`config.mk`:
```
export PLATFORM = sky130hd
export DESIGN_NAME = addressable_led_serializer
export DESIGN_NICKNAME = d
export VERILOG_FILES = /design/src/rtl/als_pkg.sv /design/src/rtl/als_step.sv /design/src/rtl/addressable_led_serializer.sv
export SDC_FILE = /design/constraint.sdc
export NUM_CORES = 1
export LEC_CHECK = 0
export BUFFER_PORTS_ARGS = -buffer_cell sky130_fd_sc_hd__buf_4
export CAP_MARGIN = 25
export CORE_MARGIN = 2
export CORE_UTILIZATION = 34
export CTS_CLUSTER_DIAMETER = 60
export CTS_CLUSTER_SIZE = 16
export DETAILED_ROUTE_END_ITERATION = 16
export PLACE_DENSITY = 0.5
export SLEW_MARGIN = 30
export SYNTH_ARGS = -nofsm -noshare
export SYNTH_HDL_FRONTEND = slang
export SYNTH_HIERARCHICAL = 1
export SYNTH_SLANG_ARGS = --single-unit
```
`constraint.sdc`:
```
create_clock -name clk -period 8.2 [get_ports clk]
set_input_delay 1.64 -clock clk [delete_from_list [all_inputs] [get_ports clk]]
set_output_delay 1.64 -clock clk [all_outputs]
set_load 0.01 [all_outputs]
```
`src/rtl/als_pkg.sv`:
```
// shared types, constants and helpers for the addressable LED serializer
// used by als_step and addressable_led_serializer; no dependencies
package als_pkg;

  localparam int CNT_W = 16;
  localparam int CFG_W = 16;
  localparam int IDX_W = 3;
  localparam int BYTE_W = 8;
  localparam int BITS_W = 4;

  localparam logic [CNT_W-1:0] CNT_MAX = {CNT_W{1'b1}};
  localparam logic [BITS_W-1:0] BITS_PER_BYTE = BITS_W'(BYTE_W);

  localparam logic [IDX_W-1:0] REG_ZERO_HIGH = 3'd0;
  localparam logic [IDX_W-1:0] REG_ZERO_LOW  = 3'd1;
  localparam logic [IDX_W-1:0] REG_ONE_HIGH  = 3'd2;
  localparam logic [IDX_W-1:0] REG_ONE_LOW   = 3'd3;
  localparam logic [IDX_W-1:0] REG_LATCH     = 3'd4;
  localparam logic [IDX_W-1:0] REG_MSB_FIRST = 3'd5;

  localparam logic [CFG_W-1:0] ZERO_HIGH_RST = 16'd5;
  localparam logic [CFG_W-1:0] ZERO_LOW_RST  = 16'd13;
  localparam logic [CFG_W-1:0] ONE_HIGH_RST  = 16'd18;
  localparam logic [CFG_W-1:0] ONE_LOW_RST   = 16'd1;
  localparam logic [CFG_W-1:0] LATCH_RST     = 16'd6400;

  typedef enum logic [1:0] {
    PH_IDLE  = 2'd0,
    PH_HIGH  = 2'd1,
    PH_LOW   = 2'd2,
    PH_LATCH = 2'd3
  } phase_t;

  typedef struct packed {
    logic [CFG_W-1:0] zero_high;
    logic [CFG_W-1:0] zero_low;
    logic [CFG_W-1:0] one_high;
    logic [CFG_W-1:0] one_low;
    logic [CFG_W-1:0] latch;
    logic             msb_first;
  } timing_cfg_t;

  typedef struct packed {
    logic line_level;
    logic byte_taken;
    logic busy_res;
  } tick_res_t;

  // zero counts as one tick, oversize values saturate
  function automatic logic [CNT_W-1:0] load_count(input logic [CFG_W-1:0] v);
    logic [CFG_W+CNT_W-1:0] wide;
    logic [CNT_W-1:0] res;
    wide = (CFG_W+CNT_W)'(v);
    if (v == '0) begin
      res = CNT_W'(1);
    end else if (wide > (CFG_W+CNT_W)'(CNT_MAX)) begin
      res = CNT_MAX;
    end else begin
      res = wide[CNT_W-1:0];
    end
    return res;
  endfunction

  function automatic logic cur_bit(input logic [BYTE_W-1:0] sb, input logic msb);
    return msb ? sb[BYTE_W-1] : sb[0];
  endfunction

endpackage

```
`src/rtl/als_step.sv`:
```
// line timing state and single-tick update for the LED serializer
// depends on als_pkg
module als_step (
  input  logic                      clk,
  input  logic                      rst_n,
  input  logic                      advance,
  input  logic                      offer,
  input  logic [als_pkg::BYTE_W-1:0] pixel_byte,
  input  logic                      frame_end,
  input  als_pkg::timing_cfg_t      cfg,
  output als_pkg::tick_res_t        res
);

  als_pkg::phase_t              phase_r, phase_nxt;
  logic [als_pkg::CNT_W-1:0]    ticks_r, ticks_nxt;
  logic [als_pkg::BYTE_W-1:0]   shift_r, shift_nxt;
  logic [als_pkg::BITS_W-1:0]   bits_r, bits_nxt;
  logic                         latch_r, latch_nxt;
  logic                         taken;

  always_comb begin
    phase_nxt = phase_r;
    ticks_nxt = ticks_r;
    shift_nxt = shift_r;
    bits_nxt  = bits_r;
    latch_nxt = latch_r;
    taken     = 1'b0;

    if (phase_nxt == als_pkg::PH_IDLE && offer) begin
      taken     = 1'b1;
      shift_nxt = pixel_byte;
      bits_nxt  = als_pkg::BITS_PER_BYTE;
      latch_nxt = frame_end;
      phase_nxt = als_pkg::PH_HIGH;
      ticks_nxt = als_pkg::load_count(als_pkg::cur_bit(shift_nxt, cfg.msb_first) ?
                                      cfg.one_high : cfg.zero_high);
    end

    res.line_level = (phase_nxt == als_pkg::PH_HIGH);
    res.byte_taken = taken;
    res.busy_res   = (phase_nxt != als_pkg::PH_IDLE);

    if (phase_nxt != als_pkg::PH_IDLE) begin
      if (ticks_nxt != '0) begin
        ticks_nxt = ticks_nxt - als_pkg::CNT_W'(1);
      end
      if (ticks_nxt == '0) begin
        case (phase_nxt)
          als_pkg::PH_HIGH: begin
            phase_nxt = als_pkg::PH_LOW;
            ticks_nxt = als_pkg::load_count(als_pkg::cur_bit(shift_nxt, cfg.msb_first) ?
                                            cfg.one_low : cfg.zero_low);
          end
          als_pkg::PH_LOW: begin
            shift_nxt = cfg.msb_first ? {shift_nxt[als_pkg::BYTE_W-2:0], 1'b0}
                                      : {1'b0, shift_nxt[als_pkg::BYTE_W-1:1]};
            if (bits_nxt != '0) begin
              bits_nxt = bits_nxt - als_pkg::BITS_W'(1);
            end
            if (bits_nxt != '0) begin
              phase_nxt = als_pkg::PH_HIGH;
              ticks_nxt = als_pkg::load_count(als_pkg::cur_bit(shift_nxt, cfg.msb_first) ?
                                              cfg.one_high : cfg.zero_high);
            end else if (latch_nxt) begin
              latch_nxt = 1'b0;
              phase_nxt = als_pkg::PH_LATCH;
              ticks_nxt = als_pkg::load_count(cfg.latch);
            end else begin
              phase_nxt = als_pkg::PH_IDLE;
            end
          end
          default: begin
            phase_nxt = als_pkg::PH_IDLE;
          end
        endcase
      end
    end
  end

  always_ff @(posedge clk) begin
    if (!rst_n) begin
      phase_r <= als_pkg::PH_IDLE;
      ticks_r <= '0;
      shift_r <= '0;
      bits_r  <= '0;
      latch_r <= 1'b0;
    end else if (advance) begin
      phase_r <= phase_nxt;
      ticks_r <= ticks_nxt;
      shift_r <= shift_nxt;
      bits_r  <= bits_nxt;
      latch_r <= latch_nxt;
    end
  end

endmodule

```
`src/rtl/addressable_led_serializer.sv`:
```
// top level of the single-wire addressable LED serializer
// holds the config registers and word registers; depends on als_pkg and als_step
//
// Each input word is one tick of line timing and gives exactly one output word
// (line level, byte taken, busy). A new word is accepted every cycle unless the
// output side stalls; a word passes an input register and then an output
// register, which presents its result. Throughput is one word per cycle, set by
// the single-tick state update in als_step, when the output is not stalled. Config
// writes take effect at once and are meant for idle periods.
module addressable_led_serializer (
  input  logic                        clk,
  input  logic                        rst_n,
  input  logic                        in_valid,
  output logic                        in_ready,
  input  logic                        in_offer,
  input  logic [als_pkg::BYTE_W-1:0]  in_pixel_byte,
  input  logic                        in_frame_end,
  output logic                        out_valid,
  input  logic                        out_ready,
  output logic                        out_line_level,
  output logic                        out_byte_taken,
  output logic                        out_busy_res,
  input  logic                        cfg_wr_en,
  input  logic [als_pkg::IDX_W-1:0]   cfg_index,
  input  logic [als_pkg::CFG_W-1:0]   cfg_wdata
);

  als_pkg::timing_cfg_t       cfg_r;
  logic                       in_v_r;
  logic                       offer_r;
  logic [als_pkg::BYTE_W-1:0] byte_r;
  logic                       fend_r;
  logic                       out_v_r;
  als_pkg::tick_res_t         res_r;
  als_pkg::tick_res_t         res;
  logic                       advance;

  assign advance  = in_v_r && (!out_v_r || out_ready);
  assign in_ready = !in_v_r || advance;

  always_ff @(posedge clk) begin
    if (!rst_n) begin
      cfg_r.zero_high <= als_pkg::ZERO_HIGH_RST;
      cfg_r.zero_low  <= als_pkg::ZERO_LOW_RST;
      cfg_r.one_high  <= als_pkg::ONE_HIGH_RST;
      cfg_r.one_low   <= als_pkg::ONE_LOW_RST;
      cfg_r.latch     <= als_pkg::LATCH_RST;
      cfg_r.msb_first <= 1'b0;
    end else if (cfg_wr_en) begin
      case (cfg_index)
        als_pkg::REG_ZERO_HIGH: cfg_r.zero_high <= cfg_wdata;
        als_pkg::REG_ZERO_LOW:  cfg_r.zero_low  <= cfg_wdata;
        als_pkg::REG_ONE_HIGH:  cfg_r.one_high  <= cfg_wdata;
        als_pkg::REG_ONE_LOW:   cfg_r.one_low   <= cfg_wdata;
        als_pkg::REG_LATCH:     cfg_r.latch     <= cfg_wdata;
        als_pkg::REG_MSB_FIRST: cfg_r.msb_first <= cfg_wdata[0];
        default: begin
        end
      endcase
    end
  end

  // input word register
  always_ff @(posedge clk) begin
    if (!rst_n) begin
      in_v_r <= 1'b0;
    end else if (in_ready) begin
      in_v_r <= in_valid;
    end
  end

  always_ff @(posedge clk) begin
    if (in_ready && in_valid) begin
      offer_r <= in_offer;
      byte_r  <= in_pixel_byte;
      fend_r  <= in_frame_end;
    end
  end

  als_step u_step (
    .clk        (clk),
    .rst_n      (rst_n),
    .advance    (advance),
    .offer      (offer_r),
    .pixel_byte (byte_r),
    .frame_end  (fend_r),
    .cfg        (cfg_r),
    .res        (res)
  );

  // output word register
  always_ff @(posedge clk) begin
    if (!rst_n) begin
      out_v_r <= 1'b0;
    end else if (advance) begin
      out_v_r <= 1'b1;
    end else if (out_ready) begin
      out_v_r <= 1'b0;
    end
  end

  always_ff @(posedge clk) begin
    if (advance) begin
      res_r <= res;
    end
  end

  assign out_valid      = out_v_r;
  assign out_line_level = res_r.line_level;
  assign out_byte_taken = res_r.byte_taken;
  assign out_busy_res   = res_r.busy_res;

endmodule
```
======== Word level (Yosys, flattened, before mapping) ========
Index checks and enable logic that the tools add are counted.
cells by class
  $add $sub $neg .......................... 2
  equal/unequal tests ..................... 7
  muxes and demuxes ....................... 45
  reduce and logical (&&, ||, !) cells .... 25
operators by type and width
  cell                                                                   count
  16-bit 2-to-1 mux                                                      14
  16-bit zero test                                                       5
  8-bit 2-to-1 mux                                                       5
  4-bit 2-to-1 mux                                                       8
  16-bit one-hot mux with 2 select lines                                 1
  16-bit nonzero test                                                    1
  16-bit by 1-bit subtractor with 16-bit output, second input constant   1
  2-bit AND reduction                                                    6
  1-bit 2-to-1 mux                                                       11
  2-bit 2-to-1 mux                                                       5
  4-bit nonzero test                                                     2
  3-bit by 2-bit equality test with 1-bit output, second input constant  2
  3-bit equality test, second input constant                             2
  2-bit one-hot mux with 2 select lines                                  1
  2-bit nonzero test                                                     2
  4-bit by 1-bit subtractor with 4-bit output, second input constant     1
  3-bit by 1-bit equality test with 1-bit output, second input constant  1
  1-bit logical AND                                                      3
  3-bit zero test                                                        1
  2-bit by 1-bit equality test with 1-bit output, second input constant  1
  2-bit equality test, second input constant                             1
  1-bit zero test                                                        2
  2-bit zero test                                                        1
  1-bit logical OR                                                       2
storage, ports and cells
  bits in registers ....................... 127
  input bits .............................. 34

======== Logic depth before layout (Yosys ltp) ========
Gate-level depths: netlist of run 1.
  depth after elaboration ................. 16
  depth in mapped cells ................... 19

======== Cells and area by module ========
Netlist of run 1, hierarchy kept.
modules (own cells, without submodules)
  module                      instances  cells an instance  area an instance (sq um)
  als_step                    1          530                4027.6
  addressable_led_serializer  1          318                3539.6

======== Worst setup path after synthesis of run 1 ========
Ideal clock, no wire load.
  kind .................................... flip-flop to flip-flop
  start ................................... register cfg_r[0] (netlist bit)
  end ..................................... register u_step/shift_r[3] (netlist bit)
  library setup time ...................... 0.074 ns
  arrival time ............................ 3.970 ns
  setup slack ............................. 4.156 ns
  cell stages (with the launch flop) ...... 18
  period minus slack after synthesis ...... 4.044 ns
  cells stage by stage .................... dfxtp_1 -> mux2i_4 -> buf_6 -> mux2i_1 -> o311a_1 -> a21oi_2 -> inv_4 -> ha_1 -> o211ai_4 -> nor4_4 -> and3_1 -> buf_6 -> or4_4 -> nand4_1 -> or4_1 -> buf_2 -> or4_1 -> a31oi_1
between the ends
  word-level cells in the longest chain between the ends .. 11
  elaborated cells between the ends (all ways) .. 14
ends and longest elaborated chain
  what                                                                                  RTL line                          source
  start: declaration                                                                    addressable_led_serializer.sv:28  als_pkg::timing_cfg_t cfg_r;
  1-bit 2-to-1 mux                                                                      als_pkg.sv:65                     return msb ? sb[BYTE_W-1] : sb[0];
  16-bit 2-to-1 mux                                                                     als_step.sv:35                    ticks_nxt = als_pkg::load_count(als_pkg::cur_bit(shift_nxt, cfg.msb_first) ?
  16-bit zero test                                                                      als_pkg.sv:54                     if (v == '0) begin
  16-bit 2-to-1 mux                                                                     als_pkg.sv:54
  16-bit 2-to-1 mux                                                                     als_step.sv:29                    if (phase_nxt == als_pkg::PH_IDLE && offer) begin
  16-bit by 1-bit subtractor with 16-bit output or 16-bit nonzero test (tied branches)  als_step.sv:45, als_step.sv:44
  16-bit 2-to-1 mux                                                                     als_step.sv:44                    if (ticks_nxt != '0) begin
  16-bit 2-to-1 mux                                                                     als_step.sv:43                    if (phase_nxt != als_pkg::PH_IDLE) begin
  16-bit zero test                                                                      als_step.sv:47                    if (ticks_nxt == '0) begin
  8-bit 2-to-1 mux (*)                                                                  als_step.sv:47
  8-bit 2-to-1 mux (*)                                                                  als_step.sv:43
  end signal: assignment                                                                als_step.sv:90                    shift_r <= shift_nxt;
  end: declaration                                                                      als_step.sv:16                    logic [als_pkg::BYTE_W-1:0] shift_r, shift_nxt;
Every way passes the cells marked *; elsewhere a longest branch is shown, timed or not. The select of a mux whose other input is x is not followed.
A chain may end at the register's enable or synchronous reset.

======== Worst setup path in the final report of run 1 ========
Ends and elaborated chain as after synthesis.

==> metrics.txt, run 1 <==
result of the run completed; DRT Wirelength 22800 µm; post-CTS sizing 0; layout cell share with drive strength beyond 1 16.4%; area after detailed placement 7940 µm²; worst-case clock buffer depth 2; clock tree root driver cell clkbuf_16; count of placed standard cells in the final layout, fillers left out 1150; endpoint type of the worst setup path register; relative slew slack 36.8%; P_leak 3.34 nW; vias per std cell 5.58; Placed Instances 1118; largest net degree at the start of global routing 79; count of unique library cells instantiated by Yosys 91; Post-Syn Area 7570 µm²; highest fanout seen on the critical path 25; number of filler instances in the final layout 2226; unrepaired setup endpoints after global routing no; total overflow reported by the global router 0; number of antenna violations at the first check in global routing 0; met2 wirelength from detailed routing 9980 µm; path depth of the worst reg2reg path 14; slowest stage cell, crit path mux2i_4; Die Height 153 µm; net count of the mapped netlist 884; first-pass GRT wire length 36000 µm; Clock Sink Count 127; number of rows in the core area 54; top library cells by usage in the layout, fill and taps aside nand2_1, mux2i_1, dfxtp_1; # IOs 39; fraction of the yosys area taken by sequential cells 35.3%; routability-driven placement congestion ratio 0.922; DP HPWL 16000 µm; area added between synthesis and finish 13.4%; number of H-tree levels 4; full die area 23500 µm²; Met3 Routed Length 1070 µm; post-route cell area 8580 µm²; number of I/O port buffers 38; instance count of the mapped netlist 848; TritonCTS clock tree yes; IR drop worst, VDD 0.107 mV; power density over cell area 207 nW/µm²; die extent in x 153 µm; number of storage elements in the synthesis netlist 127; Achievable Freq 181 MHz; total negative slack 0 ns; Skew-Pair Late Insertion Delay 0.43 ns; Critical Path, Cell by Cell mux2i_4 -> mux2i_1 -> o311a_1 -> a21oi_2 -> inv_4 -> ha_1 -> o211ai_4 -> nor4_4 -> and3_1 -> or4_4 -> nand4_1 -> or4_1 -> or4_1 -> a31oi_1; pins over their slew limit 0; critical path start-end classification reg -> reg; number of enable-type register cells in the synthesized netlist 13; antenna diode count 0; Ys Warns 6; Hold Path Cell Cnt 2; nets@finish 893; Setup violations, final 0; via count 6416; sum of routed wire segments on met1 11400 µm; worst stage delay on the critical path 0.87 ns; final hold viol count 0; CP Data Arrival Time 5.86 ns; first-pass iteration count of the detailed router 5; most used cell, CP or4_1; average routed wire per standard cell 19.8 µm; violation count after the first detailed-routing iteration 496; All-Layer GR Usage 19.7%; total CTS buffers 17; max-cap violations 0; primary flip-flop cell chosen by synthesis mapping dfxtp_1; commonest non-fill, non-tap cell in the layout nand2_1; startpoint type of the worst setup path register; skew final 0.00999 ns; kind of path behind the tightest hold check reg -> reg; Core Box Area 21800 µm²; average footprint of a synthesized cell 8.92 µm²; cts hold-fix bufs 0; via count of the first global-routing pass 6095; Min Hold Slack 0.477 ns; post-route antenna net violation count 0; asr flop ratio synth 0%; Clock Pin Slew Worst Setup and Hold Paths 0.06 ns; top sig layer met4; initial core utilization 34.7%; CP required 8.55 ns; shortest period the worst path allows 5.51 ns; crit share post-route 67.3%; DRC violations left 0; post-CTS setup buffer count 0; transition at the pin with the smallest max-transition slack 0.928 ns
## per-layer routing
layer	GRT usage, %	up-vias
met2	29.2	164
met5	0	-
met4	5.51	0
met3	4.00	27
met1	28.9	3085
li1	-	3140
## final cells by class
| cell class | instances | area, µm² | share of cell area, % |
|---|---|---|---|
| Tap cell | 280 | 350 | 4.08 |
| Sequential cell | 127 | 2670 | 31.1 |
| Clock buffer | 18 | 439 | 5.12 |
| Multi-Input combinational cell | 656 | 4530 | 52.8 |
| Inverter | 8 | 38.8 | 0.452 |
| Clock inverter | 14 | 198 | 2.30 |
| Timing Repair Buffer | 47 | 353 | 4.11 |
## cells by family (layout without fill, tap and decap cells)
family / count (synthesis) / count (layout) / synth area share [%]
fa+ha+maj: 2 / 2 / 0.331
xor+xnor: 11 / 11 / 1.27
mux: 142 / 142 / 19.2
buf+inv: 65 / 87 / 5.49
compound gates: 176 / 176 / 16.1
flops: 127 / 127 / 35.3
simple gates: 325 / 325 / 22.2
## sequential cells by signal, indices dropped and copies added, names as in the netlist
signal and count:
byte_r 8, cfg_r 81, fend_r 1, in_v_r 1, offer_r 1, out_busy_res 1
out_byte_taken 1, out_line_level 1, out_valid 1, u_step/bits_r 4, u_step/latch_r 1, u_step/phase_r 2
u_step/shift_r 8, u_step/ticks_r 16
## report_power, final
group / internal, mW / total [mW] / switching [mW]
Sequential: 0.651 / 0.670 / 0.0192
Combinational: 0.105 / 0.283 / 0.178
Clock: 0.499 / 0.824 / 0.325
Total: 1.25 / 1.78 / 0.522
## cell usage after synthesis (7+ instances only)
master	n	area, µm²
a21oi_1	39	195
a31oi_1	17	106
buf_2	12	60.1
clkbuf_1	27	101
dfxtp_1	114	2280
edfxtp_1	13	390
mux2_2	8	90.1
mux2i_1	132	1320
nand2_1	140	526
nand3_1	11	55.1
nand4_1	11	68.8
nor2_1	46	173
nor2b_1	23	144
nor3_1	22	110
nor4_1	19	119
o211ai_1	8	60.1
o21ai_0	36	180
o221ai_1	7	61.3
o22ai_1	12	75.1
xnor2_1	8	70.1
## worst max-delay path, delay by kind of cell (launching register included)
kind | cells | cell delay [ns]
compound gates | 4 | 0.67
fa+ha+maj | 1 | 0.26
buf+inv | 1 | 0.09
flops | 1 | 0.62
mux | 2 | 1.13
simple gates | 6 | 2.64
## metrics by stage
| stage | setup slack [ns] | power [mW] | utilization, % |
|---|---|---|---|
| global placement | 2.84 | 0.964 | 36.3 |
| floorplan | 4.16 | 0.887 | - |
| global route | 2.31 | 1.84 | 39.3 |
| finish | 2.69 | 1.78 | 39.3 |
| detailed placement | 2.77 | 0.962 | 36.4 |
| CTS | 2.74 | 1.78 | 39.3 |
## final timing paths
check | startpoint | endpoint | slack, ns
setup / recovery | cfg_r[0] | u_step/shift_r[3] | 2.69
hold / removal | cfg_r[55] | cfg_r[55] | 0.48
setup reg to reg | cfg_r[0] | u_step/shift_r[3] | 2.69
hold reg to reg | cfg_r[55] | cfg_r[55] | 0.48
No activity file was read; power rests on OpenSTA's default activity.
==> run 2: changes to the inputs <==
Settings changed: PLACE_DENSITY 0.5 to 0.52.
Clock period 8.2 ns to 5 ns, I/O delays scaled along.
==> run 2 against run 1 <==
  * Sequential power is 64% higher
  * Clock-buffer cell count decreased by 1
  * Utilization up 0.13 points
  * Power grew 57%
  * Highest routed layer unchanged
  * Cell area is 0.32% higher
  * Worst hold slack got worse by 0.0024 ns
  * Via count is 0.50% higher
  * Fmax is 21% higher
  * Cell count grew 1.1%
==> metrics.txt, run 2 (synthesis gave the netlist of run 1 again) <==
crit share post-route 91.4% (was 67.3%); P_leak 3.37 nW (was 3.34 nW); transition at the pin with the smallest max-transition slack 1.02 ns (was 0.928 ns); power density over cell area 323 nW/µm² (was 207 nW/µm²); first-pass iteration count of the detailed router 6 (was 5); post-CTS sizing 0 (unchanged); highest fanout seen on the critical path 22 (was 25); slowest stage cell, crit path or4_1 (was mux2i_4); TritonCTS clock tree yes (unchanged); vias per std cell 5.54 (was 5.58); first-pass GRT wire length 35800 µm (was 36000 µm); Clock Pin Slew Worst Setup and Hold Paths 0.06 ns (about the same); layout cell share with drive strength beyond 1 17.3% (was 16.4%); result of the run completed (unchanged); max-cap violations 0 (unchanged); number of antenna violations at the first check in global routing 0 (unchanged); final hold viol count 0 (unchanged); Clock Sink Count 127 (unchanged); antenna diode count 0 (unchanged); register name with the most flops cfg_r (unchanged); initial core utilization 34.7% (unchanged); routability-driven placement congestion ratio 0.869 (was 0.922); Critical Path, Cell by Cell mux2i_4 -> buf_4 -> mux2i_1 -> a21oi_2 -> clkinv_2 -> ha_1 -> o211ai_4 -> nor4_4 -> nand3_2 -> a31oi_2 -> o21ai_2 -> or4_1 -> or4_1 -> a31oi_1 (was mux2i_4 -> mux2i_1 -> o311a_1 -> a21oi_2 -> inv_4 -> ha_1 -> o211ai_4 -> nor4_4 -> and3_1 -> or4_4 -> nand4_1 -> or4_1 -> or4_1 -> a31oi_1); max FFs per register 81 (unchanged); Comb pwr share 17.0% (was 15.9%); pins over their slew limit 0 (unchanged); DRT Wirelength 22900 µm (was 22800 µm); IR drop worst, VDD 0.221 mV (was 0.107 mV); via count of the first global-routing pass 6083 (was 6095); cell class contributing the biggest share of worst-path delay simple AND/OR/NAND/NOR gates (unchanged); Cell Int Power 1.91 mW (was 1.25 mW); Bufs and invs on worst path 2 (was 1); Core Box Area 21800 µm² (unchanged); post-route antenna net violation count 0 (unchanged); most used cell, CP or4_1 (unchanged); die extent in x 153 µm (unchanged); violation count after the first detailed-routing iteration 563 (was 496); cts hold-fix bufs 0 (unchanged); met3 usage in global routing 3.91% (was 4.00%); worst stage delay on the critical path 0.70 ns (was 0.87 ns); startpoint type of the worst setup path register (unchanged); relative slew slack 31.9% (was 36.8%); switching power share of the total 31.5% (was 29.4%); met1 Usage GRT 28.0% (was 28.9%); Total Power 2.78 mW (was 1.78 mW); average routed wire per standard cell 19.7 µm (was 19.8 µm); number of I/O port buffers 38 (unchanged); worst-case clock buffer depth 2 (unchanged); total CTS buffers 17 (unchanged); global route hottest layer met2 (unchanged); # IOs 39 (unchanged); post-CTS setup buffer count 0 (unchanged); sequential power share 39.5% (was 37.7%); clock share of power 43.6% (was 46.4%); top library cells by usage in the layout, fill and taps aside nand2_1, mux2i_1, dfxtp_1 (unchanged); shortest period the worst path allows 4.57 ns (was 5.51 ns); nets@finish 906 (was 893); Achievable Freq 219 MHz (was 181 MHz); critical path start-end classification reg -> reg (unchanged); total overflow reported by the global router 0 (unchanged); area added between synthesis and finish 13.8% (was 13.4%); largest registers ranked by flip-flop count cfg_r (81), u_step/ticks_r (16) (unchanged); Setup violations, final 0 (unchanged); total negative slack 0 ns (unchanged); full die area 23500 µm² (unchanged); largest net degree at the start of global routing 66 (was 79); sw power 0.878 mW (was 0.522 mW); commonest non-fill, non-tap cell in the layout nand2_1 (unchanged); clock tree root driver cell clkbuf_16 (unchanged); DP HPWL 16400 µm (was 16000 µm); kind of path behind the tightest hold check reg -> reg (unchanged); Skew-Pair Late Insertion Delay 0.43 ns (about the same); via count 6448 (was 6416); unrepaired setup endpoints after global routing no (unchanged); CP required 5.35 ns (was 8.55 ns); All-Layer GR Usage 19.5% (was 19.7%); number of rows in the core area 54 (unchanged); skew final 0.0125 ns (was 0.00999 ns); endpoint type of the worst setup path register (unchanged); CP Data Arrival Time 4.92 ns (was 5.86 ns); GRT met2 Usage 29.4% (was 29.2%); DRC violations left 0 (unchanged); number of H-tree levels 4 (unchanged); Die Height 153 µm (unchanged)
[run 2: cell count changes in the layout (fill, tap and decap cells not counted), sizes merged]
cell      previous run  this run
inv                 11        12
buf                 47        60
clkbuf              18        17
clkinvlp             1         2
bufinv               3         0
clkinv               7         9
[run 2: area by class of cell]
cell class                      count  area [µm²]
Clock buffer                       17         425
Clock inverter                     15         148
Fill cell                        2218       13200
Inverter                            8        38.8
Multi-Input combinational cell    656        4520
Sequential cell                   127        2670
Tap cell                          280         350
Timing Repair Buffer               60         454
[run 2: layer usage]
layer / routed length (µm) / vias to the layer above / share of wire (%)
met5: 0 / - / 0
met4: 446 / 0 / 1.9
met3: 1360 / 30 / 5.9
met2: 10200 / 188 / 44
met1: 10900 / 3065 / 48
li1: - / 3165 / -
[run 2: through the flow]
step                std cells  utilization [%]  cell area [µm²]  worst slack [ns]  hold WS, ns
floorplan                 848                -             7570             0.956        0.438
global placement         1130             36.8             8020             0.587        0.461
detailed placement       1131             36.8             8040             0.470        0.468
CTS                      1163             39.5             8610             0.475        0.474
global route             1163             39.5             8610             0.174        0.498
finish                   1163             39.5             8610             0.431        0.475
[run 2: final timing paths]
path	startpoint	to	slack, ns	depth (start not counted)
setup reg to reg	cfg_r[0]	u_step/shift_r[5]	0.43	14
hold reg to reg	cfg_r[57]	cfg_r[57]	0.47	2
setup / recovery	cfg_r[0]	u_step/shift_r[5]	0.43	14
hold / removal	cfg_r[57]	cfg_r[57]	0.47	2
[run 2: power by group through the flow]
stage	clock network [mW]	logic [mW]	registers (mW)
global route	1.28	0.512	1.10
floorplan	0	0.343	1.11
finish	1.21	0.472	1.10
global placement	0	0.468	1.12
detailed placement	0	0.464	1.12
CTS	1.25	0.466	1.10
[run 2: worst min-delay path: stages, from the launching register on]
cell     delay (ns)
dfxtp_1        0.32
nand2_1        0.05
mux2i_1        0.05
==> run 3: changes to the inputs <==
Settings changed: CELL_PAD_IN_SITES_DETAIL_PLACEMENT set to 0, CELL_PAD_IN_SITES_GLOBAL_PLACEMENT set to 1, PLACE_DENSITY 0.52 to 0.64.
==> run 3 against run 2 <==
  * Global-route usage up 0.25 points
  * Combinational power hardly changed
  * Critical endpoint is now u_step/shift_r[0]
  * First-iteration DRC count is 10% lower
  * Sequential share of layout area down 0.29 points
  * Via count shrank 0.71%
  * Cell count up 0.17%
  * Die area did not move
  * Non-clock buffer count increased by 2
  * Clock-buffer cell count is 3 higher
  * Setup slack lost 0.080 ns
  * Clock power rose by 12%
==> metrics.txt, run 3 (synthesis gave the netlist of run 1 again) <==
path depth of the worst reg2reg path 16 (was 14); shortest period the worst path allows 4.65 ns (was 4.57 ns); most used cell, CP buf_4 (was or4_1); max FFs per register 81 (unchanged); number of cells on the critical path 16 (was 14); number of filler instances in the final layout 2211 (was 2218); IR drop worst, VDD 0.255 mV (was 0.221 mV); Critical Path, Cell by Cell mux2i_4 -> buf_4 -> nand2b_1 -> or3_1 -> a21oi_2 -> inv_4 -> ha_1 -> o211ai_4 -> nor4_4 -> a31oi_1 -> nor3_2 -> nand2_1 -> or4_1 -> buf_4 -> o41ai_1 -> o221a_2 (was mux2i_4 -> buf_4 -> mux2i_1 -> a21oi_2 -> clkinv_2 -> ha_1 -> o211ai_4 -> nor4_4 -> nand3_2 -> a31oi_2 -> o21ai_2 -> or4_1 -> or4_1 -> a31oi_1); # IOs 39 (unchanged); P_leak 3.41 nW (was 3.37 nW); first-pass GRT wire length 36200 µm (was 35800 µm); top library cells by usage in the layout, fill and taps aside nand2_1, mux2i_1, dfxtp_1 (unchanged); DP HPWL 16800 µm (was 16400 µm); vias per std cell 5.50 (was 5.54); total overflow reported by the global router 0 (unchanged); transition at the pin with the smallest max-transition slack 0.957 ns (was 1.02 ns); CP required 5.37 ns (was 5.35 ns); slack of the critical path 0.351 ns (was 0.431 ns); via count of the first global-routing pass 6152 (was 6083); antenna diode count 0 (unchanged); Sequential cell area 2670 µm² (unchanged); routability-driven placement congestion ratio 0.943 (was 0.869); TritonCTS clock tree yes (unchanged); post-CTS setup buffer count 0 (unchanged); number of I/O port buffers 38 (unchanged); Setup violations, final 0 (unchanged); worst-case clock buffer depth 2 (unchanged); result of the run completed (unchanged); first-pass iteration count of the detailed router 5 (was 6); post-CTS sizing 0 (unchanged); register name with the most flops cfg_r (unchanged); Core Box Area 21800 µm² (unchanged); cell class contributing the biggest share of worst-path delay simple AND/OR/NAND/NOR gates (unchanged); DRC violations left 0 (unchanged); number of H-tree levels 4 (unchanged); layout cell share with drive strength beyond 1 17.6% (was 17.3%); largest registers ranked by flip-flop count cfg_r (81), u_step/ticks_r (16) (unchanged); via count 6402 (was 6448); startpoint type of the worst setup path register (unchanged); power density over cell area 336 nW/µm² (was 323 nW/µm²); initial core utilization 34.7% (unchanged); kind of path behind the tightest hold check reg -> reg (unchanged); commonest non-fill, non-tap cell in the layout nand2_1 (unchanged); Die Height 153 µm (unchanged); final hold viol count 0 (unchanged); max-cap violations 0 (unchanged); Clock Sink Count 127 (unchanged); highest fanout seen on the critical path 11 (was 22); total CTS buffers 17 (unchanged); Hold Path Cell Cnt 2 (unchanged); post-route antenna net violation count 0 (unchanged); relative slew slack 35.8% (was 31.9%); slowest stage cell, crit path or4_1 (unchanged); Bufs and invs on worst path 3 (was 2); unrepaired setup endpoints after global routing no (unchanged); Total Power 2.92 mW (was 2.78 mW); Skew-Pair Late Insertion Delay 0.42 ns (was 0.43 ns); number of antenna violations at the first check in global routing 0 (unchanged); clock tree root driver cell clkbuf_16 (unchanged); area added between synthesis and finish 14.9% (was 13.8%); nets@finish 908 (was 906); Clock Pin Slew Worst Setup and Hold Paths 0.06 ns (about the same); skew final 0.0113 ns (was 0.0125 ns); crit share post-route 93.0% (was 91.4%); number of rows in the core area 54 (unchanged); area of the multi-input gates 4530 µm² (was 4520 µm²); cts hold-fix bufs 0 (unchanged); post-route core utilization 39.8% (was 39.5%); die extent in x 153 µm (unchanged); DRT Wirelength 23100 µm (was 22900 µm); critical path start-end classification reg -> reg (unchanged); largest net degree at the start of global routing 82 (was 66); Achievable Freq 215 MHz (was 219 MHz); setup slack of the worst register-to-register path 0.35 ns (was 0.43 ns); full die area 23500 µm² (unchanged); endpoint type of the worst setup path register (unchanged); average routed wire per standard cell 19.8 µm (was 19.7 µm); CP Data Arrival Time 5.02 ns (was 4.92 ns); pre-CTS WS 0.436 ns (was 0.470 ns); All-Layer GR Usage 19.8% (was 19.5%); violation count after the first detailed-routing iteration 505 (was 563); pins over their slew limit 0 (unchanged); total negative slack 0 ns (unchanged); Min Hold Slack 0.474 ns (was 0.475 ns); worst stage delay on the critical path 0.78 ns (was 0.70 ns)
## run 3: power breakdown
part | internal, mW | leakage (nW) | switching [mW]
clock | 0.841 | 0.315 | 0.507
sequential | 1.07 | 1.05 | 0.0323
combinational | 0.180 | 2.05 | 0.293
total | 2.09 | 3.41 | 0.833
## run 3: final cells by class
type	instances	area share (%)
inverter	8	0.446
clock inverter	12	1.97
sequential	127	30.7
multi-input combinational	656	52.1
tap	280	4.03
timing repair buffer	62	5.35
clock buffer	20	5.38
## run 3: path summary, 6_finish.rpt
kind	endpoint	start
hold / removal	cfg_r[62]	cfg_r[62]
setup reg to reg	u_step/shift_r[0]	cfg_r[0]
setup / recovery	u_step/shift_r[0]	cfg_r[0]
hold reg to reg	cfg_r[62]	cfg_r[62]
## run 3: metal layers
metal	global-route usage, %	share of wire (%)	wire length [µm]	vias up
met4	6.92	2.1	495	0
met2	30.2	45	10300	174
li1	-	-	-	3149
met5	0	0	0	-
met3	4.31	5.4	1250	29
met1	27.5	48	11000	3050
## run 3: worst min-delay path, stage by stage, from the launching register on
cell	delay (ns)
dfxtp_1	0.32
nand2_1	0.06
mux2i_1	0.05
## run 3: through the flow
step                cells  instance area [µm²]
global route         1165                 8690
detailed placement   1133                 8050
global placement     1133                 8050
finish               1165                 8690
floorplan             848                 7570
CTS                  1165                 8690
